$ cat config.mk
export PLATFORM = sky130hd
export DESIGN_NAME = i2c_register_io_controller
export DESIGN_NICKNAME = d
export VERILOG_FILES = /design/src/rtl/i2crio_pkg.sv /design/src/rtl/i2c_register_io_controller.sv /design/src/rtl/i2crio_band.sv /design/src/rtl/i2crio_regs.sv
export VERILOG_INCLUDE_DIRS = /design/src /design/src/rtl
export SDC_FILE = /design/constraint.sdc
export NUM_CORES = 1
export LEC_CHECK = 0
export BUFFER_PORTS_ARGS = -buffer_cell sky130_fd_sc_hd__buf_4
export CORE_MARGIN = 4
export CORE_UTILIZATION = 55
export DETAILED_ROUTE_END_ITERATION = 8
export PLACE_DENSITY_LB_ADDON = 0.1
export SLEW_MARGIN = 30
export SYNTH_ARGS = -nofsm -noshare
export SYNTH_HDL_FRONTEND = slang
export SYNTH_SLANG_ARGS = --single-unit
$ cat constraint.sdc
create_clock -name clk -period 15.7 [get_ports clk]
set_input_delay 1.57 -clock clk [delete_from_list [all_inputs] [get_ports clk]]
set_output_delay 1.57 -clock clk [all_outputs]
set_load 0.005 [all_outputs]
$ cat src/rtl/i2c_register_io_controller_defines.svh
// assertion macros for the bus-slave register controller
`ifndef I2C_REGISTER_IO_CONTROLLER_DEFINES_SVH
`define I2C_REGISTER_IO_CONTROLLER_DEFINES_SVH

// condition holds in the same cycle as the trigger
`define I2CRIO_ASSERT_NOW(label, clk, rst, trig, cond, msg) \
  label: assert property (@(posedge clk) disable iff (rst) (trig) |-> (cond)) \
    else $error(msg);

// condition holds in the cycle after the trigger
`define I2CRIO_ASSERT_NEXT(label, clk, rst, trig, cond, msg) \
  label: assert property (@(posedge clk) disable iff (rst) (trig) |=> (cond)) \
    else $error(msg);

`endif

$ cat src/rtl/i2crio_pkg.sv
// types, codes and tables of the bus-slave register controller
package i2crio_pkg;

  localparam int NUM_BANDS      = 23;
  localparam int PWM_FULL_SCALE = 1000;

  typedef enum logic [1:0] {
    REQ_RECEIVE = 2'd0,
    REQ_READ    = 2'd1,
    REQ_STOP    = 2'd2,
    REQ_PIN     = 2'd3
  } req_t;

  // register addresses
  localparam logic [7:0] REG_INFO    = 8'd0;
  localparam logic [7:0] REG_BUF_END = 8'd4;
  localparam logic [7:0] REG_RX_MODE = 8'd11;
  localparam logic [7:0] REG_FAN     = 8'd12;
  localparam logic [7:0] REG_FREQ    = 8'd13;

  // receive-input modes
  localparam logic [7:0] MODE_OFF = 8'd0;
  localparam logic [7:0] MODE_ON  = 8'd1;
  localparam logic [7:0] MODE_PIN = 8'd2;

  // read positions of the info register
  localparam logic [7:0] POS_MAJOR = 8'd0;
  localparam logic [7:0] POS_MINOR = 8'd1;
  localparam logic [7:0] POS_PINS  = 8'd2;
  localparam logic [7:0] POS_ID    = 8'd3;

  localparam logic [7:0] RD_ID   = 8'hFE;
  localparam logic [7:0] RD_NONE = 8'hFF;
  localparam logic [7:0] RD_IDLE = 8'h00;

  // configuration register indexes
  localparam logic CFG_VERSION_MAJOR = 1'b0;
  localparam logic CFG_VERSION_MINOR = 1'b1;

  localparam logic [4:0] BAND_RESET = 5'd8;

  // fan level = data * full scale / 255 as a reciprocal multiply, exact for 8-bit data
  localparam int          FAN_SHIFT  = 26;
  localparam longint      FAN_RECIP  = (64'd1 << FAN_SHIFT) / 255 + 1;
  localparam longint      FAN_MULT   = PWM_FULL_SCALE * FAN_RECIP;
  localparam int          FAN_PROD_W = 40;

  typedef logic [39:0] freq_t;
  typedef freq_t edge_tab_t [NUM_BANDS + 1];
  typedef logic [9:0] level_tab_t [NUM_BANDS + 1];
  typedef logic [12:0] mv_tab_t [NUM_BANDS + 1];

  localparam edge_tab_t BAND_EDGE = '{
    40'd0, 40'd300000, 40'd1000000, 40'd2500000, 40'd4500000, 40'd6000000,
    40'd8000000, 40'd11000000, 40'd16000000, 40'd19000000, 40'd22000000,
    40'd25000000, 40'd32000000, 40'd60000000, 40'd90000000, 40'd155000000,
    40'd300000000, 40'd500000000, 40'd1000000000, 40'd2000000000,
    40'd3000000000, 40'd4000000000, 40'd7000000000, 40'd11000000000
  };

  // band voltage in millivolts, zero where a band has none
  localparam mv_tab_t BAND_MV = '{
    13'd0, 13'd0, 13'd0, 13'd330, 13'd670, 13'd830, 13'd1000, 13'd1330,
    13'd1670, 13'd2000, 13'd2330, 13'd2670, 13'd3000, 13'd3330, 13'd0,
    13'd3670, 13'd0, 13'd4000, 13'd0, 13'd0, 13'd0, 13'd0, 13'd0, 13'd0
  };

  function automatic level_tab_t make_levels();
    level_tab_t t;
    for (int i = 0; i <= NUM_BANDS; i++) begin
      t[i] = 10'(PWM_FULL_SCALE * int'(BAND_MV[i]) / 5000);
    end
    return t;
  endfunction

  localparam level_tab_t BAND_LEVEL = make_levels();

  typedef struct packed {
    req_t       req_type;
    logic [7:0] wr_data;
    logic [4:0] in_pins;
    logic       exttr_pin;
  } item_t;

  typedef struct packed {
    logic       hit;
    logic [4:0] band;
    logic       hpf;
    logic [9:0] level;
  } band_sel_t;

  typedef struct packed {
    logic [7:0] rd_data;
    logic       rd_valid;
    logic [9:0] fan_level;
    logic [7:0] rx_mode;
    logic       inttr_on;
    logic       rf3_on;
    freq_t      tx_freq;
    logic [4:0] band_number;
    logic       hpf_on;
    logic [9:0] band_volt_level;
  } result_t;

endpackage

$ cat src/rtl/i2c_register_io_controller.sv
// top level of the bus-slave register controller
//
//   channel  direction  handshake            payload
//   in       receive    in_valid / in_stall  req_type wr_data in_pins exttr_pin
//   out      send       out_valid/out_stall  rd_data .. band_volt_level
//   cfg      receive    cfg_wr_en            cfg_index cfg_data
//
// a word can be taken every cycle unless the output stalls; its result reaches the output through
// the input register, then event decode and band lookup into the result register
// the band lookup is 22 parallel compares of the 40-bit frequency
// reset sets the valid flags and state registers, not the input and result data; no clearing pass
// a stalled result holds the result register and the input register behind it
`include "i2c_register_io_controller_defines.svh"

module i2c_register_io_controller (
  input  logic                    clk,
  input  logic                    rst,
  input  logic                    in_valid,
  output logic                    in_stall,
  input  logic [1:0]              req_type,
  input  logic [7:0]              wr_data,
  input  logic [4:0]              in_pins,
  input  logic                    exttr_pin,
  output logic                    out_valid,
  input  logic                    out_stall,
  output logic [7:0]              rd_data,
  output logic                    rd_valid,
  output logic [9:0]              fan_level,
  output logic [7:0]              rx_mode,
  output logic                    inttr_on,
  output logic                    rf3_on,
  output logic [39:0]             tx_freq,
  output logic [4:0]              band_number,
  output logic                    hpf_on,
  output logic [9:0]              band_volt_level,
  input  logic                    cfg_wr_en,
  input  logic                    cfg_index,
  input  logic [7:0]              cfg_data
);
  import i2crio_pkg::*;

  logic       stage_valid;
  item_t      stage_item;
  logic       out_free;
  logic       fire;
  logic       take;
  result_t    res_next;
  result_t    res;
  logic [7:0] version_major;
  logic [7:0] version_minor;
  logic       band_ok;
  logic       hpf_ok;
  logic       fan_ok;

  assign out_free = !out_valid || !out_stall;
  assign fire     = stage_valid && out_free;
  assign in_stall = stage_valid && !out_free;
  assign take     = in_valid && !in_stall;

  always_ff @(posedge clk) begin
    if (rst) begin
      version_major <= 8'd1;
      version_minor <= 8'd0;
    end else if (cfg_wr_en) begin
      unique case (cfg_index)
        CFG_VERSION_MAJOR: version_major <= cfg_data;
        CFG_VERSION_MINOR: version_minor <= cfg_data;
        default: ;
      endcase
    end
  end

  always_ff @(posedge clk) begin
    if (rst) begin
      stage_valid <= 1'b0;
    end else if (take) begin
      stage_valid <= 1'b1;
    end else if (fire) begin
      stage_valid <= 1'b0;
    end
  end

  always_ff @(posedge clk) begin
    if (take) begin
      stage_item <= '{req_type: req_t'(req_type), wr_data: wr_data,
                      in_pins: in_pins, exttr_pin: exttr_pin};
    end
  end

  i2crio_regs u_regs (
    .clk           (clk),
    .rst           (rst),
    .fire          (fire),
    .item          (stage_item),
    .version_major (version_major),
    .version_minor (version_minor),
    .res           (res_next)
  );

  always_ff @(posedge clk) begin
    if (rst) begin
      out_valid <= 1'b0;
    end else if (out_free) begin
      out_valid <= fire;
    end
  end

  always_ff @(posedge clk) begin
    if (fire) begin
      res <= res_next;
    end
  end

  assign rd_data         = res.rd_data;
  assign rd_valid        = res.rd_valid;
  assign fan_level       = res.fan_level;
  assign rx_mode         = res.rx_mode;
  assign inttr_on        = res.inttr_on;
  assign rf3_on          = res.rf3_on;
  assign tx_freq         = res.tx_freq;
  assign band_number     = res.band_number;
  assign hpf_on          = res.hpf_on;
  assign band_volt_level = res.band_volt_level;

  assign band_ok = (band_number >= 5'd1) && (band_number <= 5'(NUM_BANDS));
  assign hpf_ok  = (hpf_on == (band_number > 5'd3)) || (band_number == BAND_RESET);
  assign fan_ok  = fan_level <= 10'(PWM_FULL_SCALE);

  `I2CRIO_ASSERT_NEXT(a_fire_shows, clk, rst, fire, out_valid, "processed word not shown")
  `I2CRIO_ASSERT_NOW(a_band_range, clk, rst, out_valid, band_ok, "band out of range")
  `I2CRIO_ASSERT_NOW(a_hpf_band, clk, rst, out_valid, hpf_ok, "filter switch disagrees with band")
  `I2CRIO_ASSERT_NOW(a_fan_range, clk, rst, out_valid, fan_ok, "fan level above full scale")

endmodule

$ cat src/rtl/i2crio_band.sv
// band lookup: current-band check and search over the cutoff table
module i2crio_band (
  input  i2crio_pkg::freq_t     freq,
  input  logic [4:0]            cur_band,
  output i2crio_pkg::band_sel_t sel
);
  import i2crio_pkg::*;

  logic [NUM_BANDS-2:0] above;
  logic                 cur_ok;
  logic [4:0]           found;

  always_comb begin
    for (int i = 1; i < NUM_BANDS; i++) begin
      above[i-1] = freq > BAND_EDGE[i];
    end
  end

  assign cur_ok = (cur_band >= 5'd1) && (cur_band <= 5'(NUM_BANDS)) &&
                  (BAND_EDGE[5'(cur_band - 5'd1)] <= freq) &&
                  (freq <= BAND_EDGE[cur_band]);

  assign found = 5'($countones(above)) + 5'd1;

  assign sel.hit   = cur_ok;
  assign sel.band  = found;
  assign sel.hpf   = found > 5'd3;
  assign sel.level = BAND_LEVEL[found];

endmodule

$ cat src/rtl/i2crio_regs.sv
// register file and event decode of the controller
module i2crio_regs (
  input  logic                clk,
  input  logic                rst,
  input  logic                fire,
  input  i2crio_pkg::item_t   item,
  input  logic [7:0]          version_major,
  input  logic [7:0]          version_minor,
  output i2crio_pkg::result_t res
);
  import i2crio_pkg::*;

  logic [7:0]      selected_register, selected_register_next;
  logic            reg_selected, reg_selected_next;
  logic [7:0]      read_position, read_position_next;
  logic [7:0]      byte_buffers [4];
  logic [7:0]      byte_buffers_next [4];
  logic [7:0]      usage_mode, usage_mode_next;
  logic            inttr_level, inttr_level_next;
  logic            rf3_level, rf3_level_next;
  logic [9:0]      fan_pwm_level, fan_pwm_level_next;
  freq_t           frequency, frequency_next;
  logic [4:0]      band_index, band_index_next;
  logic            hpf_level, hpf_level_next;
  logic [9:0]      band_pwm_level, band_pwm_level_next;
  logic [7:0]      rd;
  logic            rv;
  freq_t           freq_new;
  logic [FAN_PROD_W-1:0] fan_prod;
  band_sel_t       band_sel;

  assign freq_new = {byte_buffers[0], byte_buffers[1], byte_buffers[2],
                     byte_buffers[3], item.wr_data};
  assign fan_prod = FAN_PROD_W'(item.wr_data) * FAN_PROD_W'(FAN_MULT);

  i2crio_band u_band (
    .freq     (freq_new),
    .cur_band (band_index),
    .sel      (band_sel)
  );

  always_comb begin
    selected_register_next = selected_register;
    reg_selected_next      = reg_selected;
    read_position_next     = read_position;
    byte_buffers_next      = byte_buffers;
    usage_mode_next        = usage_mode;
    inttr_level_next       = inttr_level;
    rf3_level_next         = rf3_level;
    fan_pwm_level_next     = fan_pwm_level;
    frequency_next         = frequency;
    band_index_next        = band_index;
    hpf_level_next         = hpf_level;
    band_pwm_level_next    = band_pwm_level;
    rd                     = RD_IDLE;
    rv                     = 1'b0;
    unique case (item.req_type)
      REQ_RECEIVE: begin
        if (!reg_selected) begin
          selected_register_next = item.wr_data;
          reg_selected_next      = 1'b1;
        end else if (selected_register < REG_BUF_END) begin
          byte_buffers_next[selected_register[1:0]] = item.wr_data;
        end else if (selected_register == REG_RX_MODE) begin
          usage_mode_next = item.wr_data;
          case (item.wr_data)
            MODE_OFF: begin
              inttr_level_next = 1'b0;
              rf3_level_next   = 1'b0;
            end
            MODE_ON: begin
              inttr_level_next = 1'b1;
              rf3_level_next   = 1'b1;
            end
            MODE_PIN: inttr_level_next = 1'b1;
            default: ;
          endcase
        end else if (selected_register == REG_FAN) begin
          fan_pwm_level_next = fan_prod[FAN_SHIFT +: 10];
        end else if (selected_register == REG_FREQ) begin
          if (freq_new != frequency) begin
            frequency_next = freq_new;
            if (!band_sel.hit) begin
              band_index_next     = band_sel.band;
              hpf_level_next      = band_sel.hpf;
              band_pwm_level_next = band_sel.level;
            end
          end
        end
      end
      REQ_READ: begin
        rv                 = 1'b1;
        read_position_next = read_position + 8'd1;
        if (selected_register == REG_INFO) begin
          case (read_position)
            POS_MAJOR: rd = version_major;
            POS_MINOR: rd = version_minor;
            POS_PINS:  rd = {2'b00, item.in_pins, item.exttr_pin};
            POS_ID:    rd = RD_ID;
            default:   rd = RD_NONE;
          endcase
        end else begin
          rd = RD_NONE;
        end
      end
      REQ_STOP: begin
        reg_selected_next  = 1'b0;
        read_position_next = 8'd0;
      end
      REQ_PIN: ;
      default: ;
    endcase
    // pin following
    if (usage_mode_next == MODE_PIN) begin
      rf3_level_next = item.exttr_pin;
    end
  end

  always_ff @(posedge clk) begin
    if (rst) begin
      selected_register <= RD_NONE;
      reg_selected      <= 1'b0;
      read_position     <= 8'd0;
      for (int i = 0; i < 4; i++) begin
        byte_buffers[i] <= 8'd0;
      end
      usage_mode        <= MODE_OFF;
      inttr_level       <= 1'b0;
      rf3_level         <= 1'b0;
      fan_pwm_level     <= 10'd0;
      frequency         <= '0;
      band_index        <= BAND_RESET;
      hpf_level         <= 1'b0;
      band_pwm_level    <= 10'd0;
    end else if (fire) begin
      selected_register <= selected_register_next;
      reg_selected      <= reg_selected_next;
      read_position     <= read_position_next;
      byte_buffers      <= byte_buffers_next;
      usage_mode        <= usage_mode_next;
      inttr_level       <= inttr_level_next;
      rf3_level         <= rf3_level_next;
      fan_pwm_level     <= fan_pwm_level_next;
      frequency         <= frequency_next;
      band_index        <= band_index_next;
      hpf_level         <= hpf_level_next;
      band_pwm_level    <= band_pwm_level_next;
    end
  end

  assign res.rd_data         = rd;
  assign res.rd_valid        = rv;
  assign res.fan_level       = fan_pwm_level_next;
  assign res.rx_mode         = usage_mode_next;
  assign res.inttr_on        = inttr_level_next;
  assign res.rf3_on          = rf3_level_next;
  assign res.tx_freq         = frequency_next;
  assign res.band_number     = band_index_next;
  assign res.hpf_on          = hpf_level_next;
  assign res.band_volt_level = band_pwm_level_next;

endmodule

After elaboration in Yosys (flattened, before gate mapping) --
Memories as Yosys holds them, arrays and structs flattened. Index checks and enable logic that the tools add are counted.
Operators by class: add/sub/neg operators 24, reductions and logical operators 26, mux-type cells 67, bitwise gates (word level) 6, magnitude comparators 33, equal/unequal tests 12, multipliers 1
Operators with widths (count):
- $mux 40 | 11
- $gt 40x25->1 const B | 4
- $mux 10 | 15
- $gt 40x23->1 const B | 3
- $gt 40x24->1 const B | 2
- $gt 40x29->1 const B | 2
- $gt 40x32->1 const B | 2
- $le 40x40->1 | 2
- $mux 8 | 6
- $gt 40x19->1 const B | 1
- $gt 40x20->1 const B | 1
- $gt 40x22->1 const B | 1
- $gt 40x26->1 const B | 1
- $gt 40x27->1 const B | 1
- $gt 40x28->1 const B | 1
- $gt 40x30->1 const B | 1
- $gt 40x31->1 const B | 1
- $gt 40x33->1 const B | 1
- $mux 5 | 8
- $ne 40x40->1 | 1
- $mul 8x25->33 const B | 1
- $bwmux 32 | 1
- $eq 8x2->1 const B | 4
- $pmux 8 s4 | 1
- other kinds (37) | 97
Storage, ports and cells: memory bits (read-only) 2880, register bits after elaboration 244, output and inout port bits 87, input bits 30, memories kept 3, logic and storage cells 205
Memory list:
- (no name shown) | depth 32, width 40, rd ports 1, clocked after Yosys merged registers in 0, write ports 0, line i2crio_band.sv:21 | (freq <= BAND_EDGE[cur_band]);
- (no name shown) | depth 32, width 40, rd ports 1, clocked after Yosys merged registers in 0, write ports 0, line i2crio_band.sv:20 | (BAND_EDGE[5'(cur_band - 5'd1)] <= freq) &&
- (no name shown) | depth 32, width 10, rd ports 1, clocked after Yosys merged registers in 0, write ports 0, line i2crio_band.sv:28 | assign sel.level = BAND_LEVEL[found];

Depth between registers and ports, before layout --
Gate-level depths: netlist of the first run.
depth after elaboration 19, mapped depth 29, mapped depth without buffers 28

Hierarchy --
Synthesis of the first run repeated with hierarchy kept, for this count alone.
Unflattened totals: cells, all modules 2232, area, all modules 19045.8 µm²
Modules (own cells, without submodules):
- i2crio_regs | cells each 1100, times used 1, area an instance 9298.9 µm², seq. area each 2502.4 µm²
- i2crio_band | cells each 959, times used 1, area an instance 5970.7 µm², seq. area each 0.0 µm²
- i2c_register_io_controller | cells each 173, times used 1, area an instance 3776.1 µm², seq. area each 3393.3 µm²

Least setup slack after synthesis of the first run --
No wires, ideal clock.
kind register to register, from reg u_regs.byte_buffers[29] (netlist name), to reg res, in the netlist band_volt_level[6], data pin, cell stages (with the launch flop) 22, path slack 8.249 ns, library setup time 0.260 ns, clock period less this slack 7.451 ns, arrival time 7.191 ns, path through dfxtp_1 -> or3_1 -> nor4_4 -> nand4_1 -> or3_1 -> a21oi_1 -> a41oi_1 -> fa_1 -> fa_1 -> fa_1 -> fa_1 -> inv_1 -> fa_1 -> fa_1 -> fa_1 -> clkbuf_1 -> inv_1 -> ha_1 -> inv_1 -> mux4_2 -> and2_1 -> mux2_2
RTL lines:
- start, declared | line i2crio_regs.sv:16 | logic [7:0] byte_buffers [4];
- start signal, assigned | line i2crio_regs.sv:139 | byte_buffers <= byte_buffers_next;
- end signal, assigned | line i2c_register_io_controller.sv:110 | res <= res_next;
- end, declared | line i2c_register_io_controller.sv:48 | result_t res;

==> results of run 1 <==
per-stage QoR:
stage	hold WS, ns	power (mW)
floorplan	0.431	1.10
global placement	0.439	1.23
detailed placement	0.449	1.25
CTS	0.457	1.92
global route	0.481	2.02
finish	0.455	1.91
registers in the layout (all words and copies together) (netlist names), 5 cells and up:
register,cells
rd_data,8
fan_level,10
u_regs.usage_mode,8
u_regs.byte_buffers,32
version_major,8
u_regs.fan_pwm_level,10
u_regs.selected_register,8
u_regs.band_pwm_level,10
u_regs.read_position,8
u_regs.frequency,40
band_number,5
stage_item,16
u_regs.band_index,5
band_volt_level,10
tx_freq,40
version_minor,8
rx_mode,8
cell type report:
class	count	area (um^2)	share of cell area (%)
Clock buffer	38	777	3.72
Clock inverter	12	165	0.790
Inverter	135	512	2.45
Multi-Input combinational cell	1645	11800	56.3
Sequential cell	244	5900	28.2
Tap cell	448	561	2.68
Timing Repair Buffer	162	1210	5.81
cells by family (layout without fill, tap and decap cells):
group | after synthesis | count (layout) | share of synthesized area [%]
mux | 115 | 115 | 6.77
xor+xnor | 61 | 61 | 2.85
buf+inv | 278 | 347 | 5.78
compound gates | 431 | 431 | 14.5
simple gates | 807 | 807 | 20.3
fa+ha+maj | 231 | 231 | 18.3
flops | 244 | 244 | 31.5
cell usage after synthesis, types with 19 or more instances:
library cell / n
sky130_fd_sc_hd__fa_1: 72
sky130_fd_sc_hd__a31oi_1: 21
sky130_fd_sc_hd__inv_1: 127
sky130_fd_sc_hd__a211oi_1: 19
sky130_fd_sc_hd__mux2i_1: 49
sky130_fd_sc_hd__nor4_1: 43
sky130_fd_sc_hd__o21ai_0: 84
sky130_fd_sc_hd__xor2_1: 39
sky130_fd_sc_hd__xnor2_1: 22
sky130_fd_sc_hd__nand2_1: 223
sky130_fd_sc_hd__o211ai_1: 26
sky130_fd_sc_hd__nand3_1: 77
sky130_fd_sc_hd__nor2_1: 234
sky130_fd_sc_hd__nor3_1: 82
sky130_fd_sc_hd__ha_1: 159
sky130_fd_sc_hd__dfxtp_1: 143
sky130_fd_sc_hd__clkbuf_1: 113
sky130_fd_sc_hd__nand4_1: 36
sky130_fd_sc_hd__mux2_2: 56
sky130_fd_sc_hd__a21oi_1: 151
sky130_fd_sc_hd__edfxtp_1: 101
tightest hold or removal path: stages (launching register included):
cell                      delay (ns)
sky130_fd_sc_hd__dfxtp_1        0.31
sky130_fd_sc_hd__nand2_1        0.05
sky130_fd_sc_hd__a21oi_1        0.05
routing by layer:
metal | GRT usage, % | vias up
met5 | 0 | -
met4 | 13.4 | 2
met3 | 5.55 | 161
met2 | 55.9 | 804
met1 | 45.6 | 8397
li1 | - | 7785
power by group:
part | total [mW] | internal [mW] | switching, mW
sequential | 0.699 | 0.685 | 0.0139
combinational | 0.538 | 0.223 | 0.314
clock | 0.676 | 0.398 | 0.277
worst max-delay path by stage:
stage / start / endpoint / slack [ns] / cells after the start
2_1_floorplan: u_regs.byte_buffers[29] / band_volt_level[6] / 8.25 / 21
3_3_place_gp: u_regs.byte_buffers[29] / band_volt_level[6] / 7.49 / 20
3_5_place_dp: u_regs.byte_buffers[29] / band_volt_level[6] / 7.35 / 20
4_1_cts: u_regs.byte_buffers[29] / band_volt_level[6] / 7.33 / 20
5_1_grt: u_regs.byte_buffers[29] / band_volt_level[6] / 7.01 / 20
6_report: u_regs.byte_buffers[29] / band_volt_level[6] / 7.24 / 20
==> impl_metrics.json, run 1 <==
{
  "hold_depth": 2,
  "num_antenna_cells": 0,
  "unrepaired_setup_endpoints_after_global_routing": "no",
  "met3_wirelength_um": 4770,
  "total_leakage_power_nw": 8.61,
  "fillerInstances": 2856,
  "synth_warnings": 0,
  "number_of_hold_buffers_added_after_cts": 0,
  "fmax_achieved_ghz": 0.118,
  "core.rowCount": 67,
  "syn-mean-instance-area_um2": 8.64,
  "final_cell_area_mm2": 0.0209,
  "min_cycle_time_layout_ns": 8.46,
  "ys_async_sr_fraction_pct": 0,
  "nets": 2476,
  "timing.critical_path.max_delay_family": "adder cells",
  "worst_ep_arrival_time_ns": 8.78,
  "dp_cells": 2634,
  "timing_hold_violations_final": 0,
  "final_cycle_share_pct": 53.9,
  "drv_slew": 0,
  "timing.critical_path.to_type": "flop",
  "share_of_cells_above_drive_strength_1_pct": 13.3,
  "max_slew.worst_pin.slew_ns": 1.04,
  "cts_tree": "yes",
  "tritoncts.num_buffers": 27,
  "grt_start_max_net_pins": 74,
  "grt_first_pass_wirelength_um": 98100,
  "total_number_of_vias": 17100,
  "dieArea_mm2": 0.0370,
  "setup.worst_path.start_class": "flop",
  "postLayoutCoreUtil_pct": 62.3,
  "drt_pass1_iterations": 5,
  "regToRegStartpoint": "u_regs.byte_buffers[29]",
  "antenna_violating_nets_post_route": 0,
  "non_filler_instance_count_after_layout": 2684,
  "synth.area.top_cells": "sky130_fd_sc_hd__edfxtp_1 (16%), sky130_fd_sc_hd__dfxtp_1 (15%), sky130_fd_sc_hd__ha_1 (11%), sky130_fd_sc_hd__fa_1 (7.7%), sky130_fd_sc_hd__nor2_1 (4.7%)",
  "netlist_area_mm2": 0.0187,
  "dp_worst_setup_slack_ns": 7.35,
  "reg2reg_to": "band_volt_level[6]",
  "post-route-drc-count": 0,
  "worstHoldStart": "version_minor[3]",
  "cp_common_cell": "sky130_fd_sc_hd__fa_1",
  "power-per-cell-area_mw_per_mm2": 91.6,
  "clk_pin_slew_worst_setup_hold_paths_ns": 0.06,
  "synth_seq_cells": 244,
  "initial_core_util_pct": 55.8,
  "worst_hold_path.endpoint": "version_minor[3]",
  "grt_antenna_before_repair": 1,
  "synthesized_netlist_net_count": 2428,
  "syn2layout_area_growth_pct": 11.6,
  "setup_viol": 0,
  "synth.distinct_cells": 84,
  "synth.largest_area_cell": "sky130_fd_sc_hd__edfxtp_1",
  "chipHeight_um": 192,
  "setup_total_negative_slack_ns": 0,
  "ys.flop_type": "sky130_fd_sc_hd__dfxtp_1",
  "worst_path_max_delay_cell": "sky130_fd_sc_hd__fa_1",
  "cts_max_path_buffers": 3,
  "clock-root-buffer": "sky130_fd_sc_hd__clkbuf_16",
  "ios": 117,
  "synth_largest_type_area_fraction_pct": 16.2,
  "max_used_layer": "met5",
  "cp_data_required_time_ns": 16.02,
  "number_of_global_route_vias_before_repair": 16700,
  "setup_slack_ns": 7.24,
  "grtUsageTotal_pct": 34.2,
  "die_width_um": 192,
  "min_path_type": "reg -> reg",
  "wire_per_inst_um": 23.9,
  "final_cell_mix": "sky130_fd_sc_hd__nor2_1 (234), sky130_fd_sc_hd__nand2_1 (222), sky130_fd_sc_hd__buf_4 (161)",
  "most_common_cell_after_layout_fill_and_taps_aside": "sky130_fd_sc_hd__nor2_1",
  "floorplan_core_area_mm2": 0.0335,
  "buffers_plus_inverters_on_the_worst_setup_path": 3,
  "place_hpwl_um": 46300,
  "post_synth_inst_count": 2167,
  "synth_enable_flop_cells": 101,
  "worst-setup-path-type": "reg -> reg",
  "timing.clock.skew_ns": 0.0297,
  "cts.repair_timing.setup_buffer_count": 0,
  "finalWeightedCongestion": 1.04,
  "count_of_h_tree_levels_built_during_cts": 1,
  "clock_latency_ns": 0.58,
  "detail_route.wirelength.met1_um": 26600,
  "detailed_place.area_mm2": 0.0199,
  "clock_sink_count": 244,
  "via_per_inst": 6.39,
  "worst-path-max-fanout": 11,
  "maximum_ir_drop_on_the_vdd_rail_v": 0.000164,
  "status": "finished, final reports clean",
  "dr_wl_met2_um": 30200,
  "slew_headroom_pct": 30.1,
  "overflow": 0,
  "yosysSeqAreaShare_pct": 31.5,
  "route.final.wire_length_um": 64300,
  "critical_path.max_stage_delay_ns": 0.78,
  "cts_repair_resize_count": 0,
  "timing.reg2reg.worst_path_depth": 20,
  "drt-initial-drc-count": 1895,
  "io_buffers": 116,
  "reg2reg_slack_ns": 7.24,
  "max_cap_viol_count": 0,
  "cell_by_cell_trace_of_the_critical_path": "or3_1 -> nor4_4 -> nand4_1 -> or3_1 -> a21oi_1 -> a41oi_1 -> fa_1 -> fa_1 -> fa_1 -> fa_1 -> inv_1 -> fa_1 -> fa_1 -> fa_1 -> inv_1 -> ha_1 -> inv_1 -> mux4_2 -> and2_1 -> mux2_2"
}
(Power assumes the default switching activity.)
==> run 2: changes to the inputs <==
- clock period: 15.7 -> 8.35 ns (I/O delays scaled with it)
==> impl_metrics.json, run 2 (synthesis gave the netlist of run 1 again) <==
{
  "status": "finished, final reports clean",
  "setup_total_negative_slack_ns": 0,
  "die_width_um": 192,
  "worst-path-max-fanout": 10,
  "ios": 117,
  "floorplan_core_area_mm2": 0.0335,
  "dp_worst_setup_slack_ns": 0.974,
  "total_number_of_vias": 17400,
  "worst_ep_arrival_time_ns": 7.86,
  "chipHeight_um": 192,
  "final_cycle_share_pct": 90.7,
  "timing.clock.skew_ns": 0.0174,
  "setup.worst_path.start_class": "flop",
  "tritoncts.num_buffers": 26,
  "grt_start_max_net_pins": 81,
  "finalWeightedCongestion": 1.05,
  "fillerInstances": 2934,
  "cts_max_path_buffers": 3,
  "drv_slew": 0,
  "min_cycle_time_layout_ns": 7.58,
  "cts.repair_timing.setup_buffer_count": 0,
  "route.final.wire_length_um": 66400,
  "setup_slack_ns": 0.774,
  "final_cell_mix": "sky130_fd_sc_hd__nor2_1 (234), sky130_fd_sc_hd__nand2_1 (222), sky130_fd_sc_hd__buf_4 (196)",
  "core.rowCount": 67,
  "drt-initial-drc-count": 2002,
  "clk_pin_slew_worst_setup_hold_paths_ns": 0.06,
  "fmax_achieved_ghz": 0.132,
  "initial_core_util_pct": 55.8,
  "nets": 2509,
  "place_hpwl_um": 49600,
  "clock_latency_ns": 0.55,
  "worst-setup-path-type": "reg -> reg",
  "clock_sink_count": 244,
  "number_of_global_route_vias_before_repair": 17000,
  "wire_per_inst_um": 24.5,
  "number_of_hold_buffers_added_after_cts": 0,
  "via_per_inst": 6.40,
  "clock-root-buffer": "sky130_fd_sc_hd__clkbuf_16",
  "count_of_h_tree_levels_built_during_cts": 1,
  "overflow": 0,
  "cts_repair_resize_count": 0,
  "timing.critical_path.to_type": "flop",
  "setup_viol": 0,
  "maximum_ir_drop_on_the_vdd_rail_v": 0.000335,
  "syn2layout_area_growth_pct": 12.1,
  "total_leakage_power_nw": 8.68,
  "grtUsageTotal_pct": 35.2,
  "antenna_violating_nets_post_route": 0,
  "unrepaired_setup_endpoints_after_global_routing": "no",
  "max_slew.worst_pin.slew_ns": 1.13,
  "post-route-drc-count": 0,
  "hold-worst-slack_ns": 0.456,
  "io_buffers": 116,
  "share_of_cells_above_drive_strength_1_pct": 14.2,
  "dieArea_mm2": 0.0370,
  "slew_headroom_pct": 24.0,
  "max_cap_viol_count": 0,
  "grt_antenna_before_repair": 4,
  "power-per-cell-area_mw_per_mm2": 162,
  "timing_hold_violations_final": 0,
  "cts_tree": "yes",
  "drt_pass1_iterations": 6,
  "cp_data_required_time_ns": 8.64,
  "grt_first_pass_wirelength_um": 100000,
  "finalPower_mw": 3.41,
  "most_common_cell_after_layout_fill_and_taps_aside": "sky130_fd_sc_hd__nor2_1",
  "num_antenna_cells": 0,
  "min_path_type": "in -> reg"
}
-- run 2: cell count changes in the layout (fill, tap and decap cells not counted), moves of 2 or more --
| cell | delta |
|---|---|
| sky130_fd_sc_hd__clkinv_2 | +2 |
| sky130_fd_sc_hd__clkbuf_1 | +3 |
| sky130_fd_sc_hd__clkbuf_8 | -6 |
| sky130_fd_sc_hd__bufinv_16 | -3 |
| sky130_fd_sc_hd__clkinv_1 | +3 |
| sky130_fd_sc_hd__buf_4 | +35 |
| sky130_fd_sc_hd__inv_8 | -2 |
-- run 2: cell type report --
type,instances,area (um^2),area share [%]
inverters,135,512,2.44
repair buffers,196,1470,7.01
clock inverters,13,77.6,0.370
flip-flops and latches,244,5900,28.1
multi-input cells,1645,11800,56.2
clock buffers,34,681,3.24
well taps,448,561,2.67
-- run 2: per-layer routing --
layer / global-route usage, % / up-vias / part of all wire [%]
met1: 47.6 / 8416 / 41
li1: - / 7861 / -
met5: 0 / - / 0.081
met2: 56.0 / 881 / 46
met3: 6.40 / 212 / 8.2
met4: 14.4 / 8 / 4.6
-- run 2: final timing paths --
check / start / endpoint / slack (ns) / cells after the start
worst max-delay path: u_regs.byte_buffers[1] / band_volt_level[6] / 0.77 / 21
worst min-delay path: in_pins[4] / stage_item[5] / 0.46 / 1
worst max register to register: u_regs.byte_buffers[1] / band_volt_level[6] / 0.77 / 21
worst min register to register: version_major[3] / version_major[3] / 0.46 / 2
-- run 2: through the flow --
| stage | cell area [um^2] | utilization, % | instances |
|---|---|---|---|
| detailed placement | 20200 | 60.3 | 2668 |
| finish | 21000 | 62.6 | 2715 |
| global route | 21000 | 62.6 | 2715 |
| floorplan | 18700 | - | 2167 |
| global placement | 20200 | 60.2 | 2668 |
| CTS | 21000 | 62.5 | 2715 |
-- run 2: critical path, stage by stage, from the launching register on --
cell and delay (ns):
sky130_fd_sc_hd__dfxtp_1 0.75, sky130_fd_sc_hd__clkinv_1 0.53, sky130_fd_sc_hd__nor2_1 0.46, sky130_fd_sc_hd__nand3_1 0.15, sky130_fd_sc_hd__nor4_1 0.22, sky130_fd_sc_hd__nand3_1 0.12, sky130_fd_sc_hd__nor2_1 0.11, sky130_fd_sc_hd__nor2_1 0.06
sky130_fd_sc_hd__fa_1 0.49, sky130_fd_sc_hd__fa_1 0.44, sky130_fd_sc_hd__fa_1 0.52, sky130_fd_sc_hd__fa_1 0.55, sky130_fd_sc_hd__inv_1 0.06, sky130_fd_sc_hd__fa_1 0.50, sky130_fd_sc_hd__fa_1 0.46, sky130_fd_sc_hd__fa_1 0.52
sky130_fd_sc_hd__inv_1 0.06, sky130_fd_sc_hd__ha_1 0.31, sky130_fd_sc_hd__inv_1 0.05, sky130_fd_sc_hd__mux4_2 0.47, sky130_fd_sc_hd__and2_1 0.20, sky130_fd_sc_hd__mux2_2 0.26
-- run 2: report_power, final --
part | switching, mW | leakage (nW) | total (mW) | internal [mW]
registers | 0.0254 | 2.12 | 1.31 | 1.29
clock network | 0.480 | 0.371 | 1.06 | 0.576
logic | 0.610 | 6.19 | 1.04 | 0.426
==> run 3: changes to the inputs <==
- BUFFER_PORTS_ARGS: -buffer_cell sky130_fd_sc_hd__buf_4 -> -buffer_cell sky130_fd_sc_hd__buf_2
- SETUP_SLACK_MARGIN: unset -> 0.02
==> impl_metrics.json, run 3 (synthesis gave the netlist of run 1 again) <==
{
  "status": "finished, final reports clean",
  "multi_input_comb_area_mm2": 0.0118,
  "fillerInstances": 2856,
  "grt_start_max_net_pins": 78,
  "cts_repair_resize_count": 0,
  "timing_hold_violations_final": 0,
  "maximum_ir_drop_on_the_vdd_rail_v": 0.000334,
  "drt-initial-drc-count": 1887,
  "non_filler_instance_count_after_layout": 2727,
  "cp_data_required_time_ns": 8.66,
  "number_of_hold_buffers_added_after_cts": 0,
  "reg2reg_slack_ns": 0.98,
  "worst-path-max-fanout": 13,
  "dieArea_mm2": 0.0370,
  "finalWeightedCongestion": 1.05,
  "min_path_type": "in -> reg",
  "max_cap_viol_count": 0,
  "hold-worst-slack_ns": 0.445,
  "grt.met1_usage_pct": 47.2,
  "via_per_inst": 6.30,
  "grt_first_pass_wirelength_um": 98800,
  "chipHeight_um": 192,
  "floorplan_core_area_mm2": 0.0335,
  "slew_headroom_pct": 36.0,
  "place_hpwl_um": 49100,
  "final_cycle_share_pct": 88.2,
  "grtUsageTotal_pct": 34.7,
  "clk_pin_slew_worst_setup_hold_paths_ns": 0.07,
  "power-per-cell-area_mw_per_mm2": 170,
  "met2_usage_pct": 54.6,
  "total_leakage_power_nw": 8.73,
  "total_number_of_vias": 17200,
  "setup_viol": 0,
  "postLayoutCoreUtil_pct": 62.4,
  "antenna_violating_nets_post_route": 0,
  "worst_ep_arrival_time_ns": 7.68,
  "drt_pass1_iterations": 6,
  "tritoncts.num_buffers": 27,
  "worst-setup-path-type": "reg -> reg",
  "post-route-drc-count": 0,
  "timing.critical_path.to_type": "flop",
  "cts_max_path_buffers": 3,
  "clock-root-buffer": "sky130_fd_sc_hd__clkbuf_16",
  "grt.met3_usage_pct": 6.62,
  "core.rowCount": 67,
  "ios": 117,
  "cell_by_cell_trace_of_the_critical_path": "buf_4 -> nand2_1 -> a311oi_1 -> o21ai_0 -> nand2_1 -> a21oi_1 -> nor2_1 -> nor2_1 -> a31oi_1 -> fa_1 -> fa_1 -> fa_1 -> fa_1 -> inv_1 -> fa_1 -> fa_1 -> fa_1 -> inv_1 -> ha_1 -> inv_1 -> mux4_2 -> and2_1 -> mux2_2",
  "clock_latency_ns": 0.57,
  "overflow": 0,
  "wire_per_inst_um": 24.1,
  "unrepaired_setup_endpoints_after_global_routing": "no",
  "dp_cells": 2676,
  "share_of_cells_above_drive_strength_1_pct": 15.2,
  "number_of_global_route_vias_before_repair": 16500,
  "cts.repair_timing.setup_buffer_count": 0,
  "worst_path_max_delay_cell": "sky130_fd_sc_hd__dfxtp_1",
  "setup.worst_path.start_class": "flop",
  "drv_slew": 0,
  "nets": 2518,
  "min_cycle_time_layout_ns": 7.37,
  "timing.clock.skew_ns": 0.0201,
  "final_cell_mix": "sky130_fd_sc_hd__nor2_1 (233), sky130_fd_sc_hd__nand2_1 (222), sky130_fd_sc_hd__ha_1 (159)",
  "syn2layout_area_growth_pct": 11.8,
  "timing.critical_path.max_delay_family": "adder cells",
  "most_common_cell_after_layout_fill_and_taps_aside": "sky130_fd_sc_hd__nor2_1",
  "io_buffers": 116,
  "count_of_h_tree_levels_built_during_cts": 1,
  "route.final.wire_length_um": 65700,
  "setup_total_negative_slack_ns": 0,
  "clock_sink_count": 244,
  "grt_most_used_layer": "met2",
  "final-seq-area_mm2": 0.00590,
  "critical_path.max_stage_delay_ns": 0.75,
  "cts_tree": "yes",
  "fmax_achieved_ghz": 0.136,
  "grt_antenna_before_repair": 1,
  "finalPower_mw": 3.56,
  "initial_core_util_pct": 55.8,
  "cp_common_cell": "sky130_fd_sc_hd__fa_1",
  "buffers_plus_inverters_on_the_worst_setup_path": 4,
  "max_slew.worst_pin.slew_ns": 0.953,
  "die_width_um": 192
}
## run 3: cell types whose count changed in the layout (fill, tap and decap cells not counted), moves of 2 or more
cell,before,now
sky130_fd_sc_hd__buf_2,0,116
sky130_fd_sc_hd__buf_4,196,88
sky130_fd_sc_hd__clkbuf_1,8,1
sky130_fd_sc_hd__clkinv_2,6,10
sky130_fd_sc_hd__bufinv_16,0,3
sky130_fd_sc_hd__clkbuf_16,26,29
sky130_fd_sc_hd__clkinv_1,9,6
sky130_fd_sc_hd__clkinv_4,0,2
## run 3: metal layers
metal / share of wire (%) / vias to the layer above
li1: - / 7883
met5: 0.029 / -
met1: 41 / 8315
met2: 46 / 799
met3: 8.1 / 188
met4: 4.4 / 2
## run 3: worst register-to-register path: stages, from the launching register on
cell and delay, ns:
sky130_fd_sc_hd__dfxtp_1 0.75, sky130_fd_sc_hd__buf_4 0.35, sky130_fd_sc_hd__nand2_1 0.11, sky130_fd_sc_hd__a311oi_1 0.28, sky130_fd_sc_hd__o21ai_0 0.12, sky130_fd_sc_hd__nand2_1 0.12
sky130_fd_sc_hd__a21oi_1 0.08, sky130_fd_sc_hd__nor2_1 0.10, sky130_fd_sc_hd__nor2_1 0.06, sky130_fd_sc_hd__a31oi_1 0.23, sky130_fd_sc_hd__fa_1 0.46, sky130_fd_sc_hd__fa_1 0.59
sky130_fd_sc_hd__fa_1 0.46, sky130_fd_sc_hd__fa_1 0.56, sky130_fd_sc_hd__inv_1 0.06, sky130_fd_sc_hd__fa_1 0.52, sky130_fd_sc_hd__fa_1 0.47, sky130_fd_sc_hd__fa_1 0.53
sky130_fd_sc_hd__inv_1 0.06, sky130_fd_sc_hd__ha_1 0.30, sky130_fd_sc_hd__inv_1 0.04, sky130_fd_sc_hd__mux4_2 0.45, sky130_fd_sc_hd__and2_1 0.18, sky130_fd_sc_hd__mux2_2 0.26
## run 3: path summary, 6_finish.rpt
kind | from | to | cells after the start
hold reg to reg | u_regs.fan_pwm_level[1] | u_regs.fan_pwm_level[1] | 2
setup reg to reg | u_regs.byte_buffers[4] | band_volt_level[6] | 23
setup / recovery | u_regs.byte_buffers[4] | band_volt_level[6] | 23
hold / removal | in_pins[4] | stage_item[5] | 1
## run 3: per-stage QoR
| stage | setup WS (ns) | area (um^2) |
|---|---|---|
| 2_1_floorplan | 0.899 | 18700 |
| 3_3_place_gp | 0.859 | 20000 |
| 3_5_place_dp | 1.03 | 20000 |
| 4_1_cts | 0.983 | 20900 |
| 5_1_grt | 0.718 | 20900 |
| 6_report | 0.984 | 20900 |
## run 3: power by group
| part | internal (mW) | switching [mW] |
|---|---|---|
| logic | 0.408 | 0.596 |
| clock network | 0.738 | 0.509 |
| registers | 1.29 | 0.0247 |
## run 3: layout make-up
type	count	share of cell area (%)
multi-input cells	1645	56.3
diodes	1	0.0120
well taps	448	2.68
inverters	135	2.44
repair buffers	204	5.93
clock inverters	19	0.950
flip-flops and latches	244	28.2
clock buffers	31	3.55
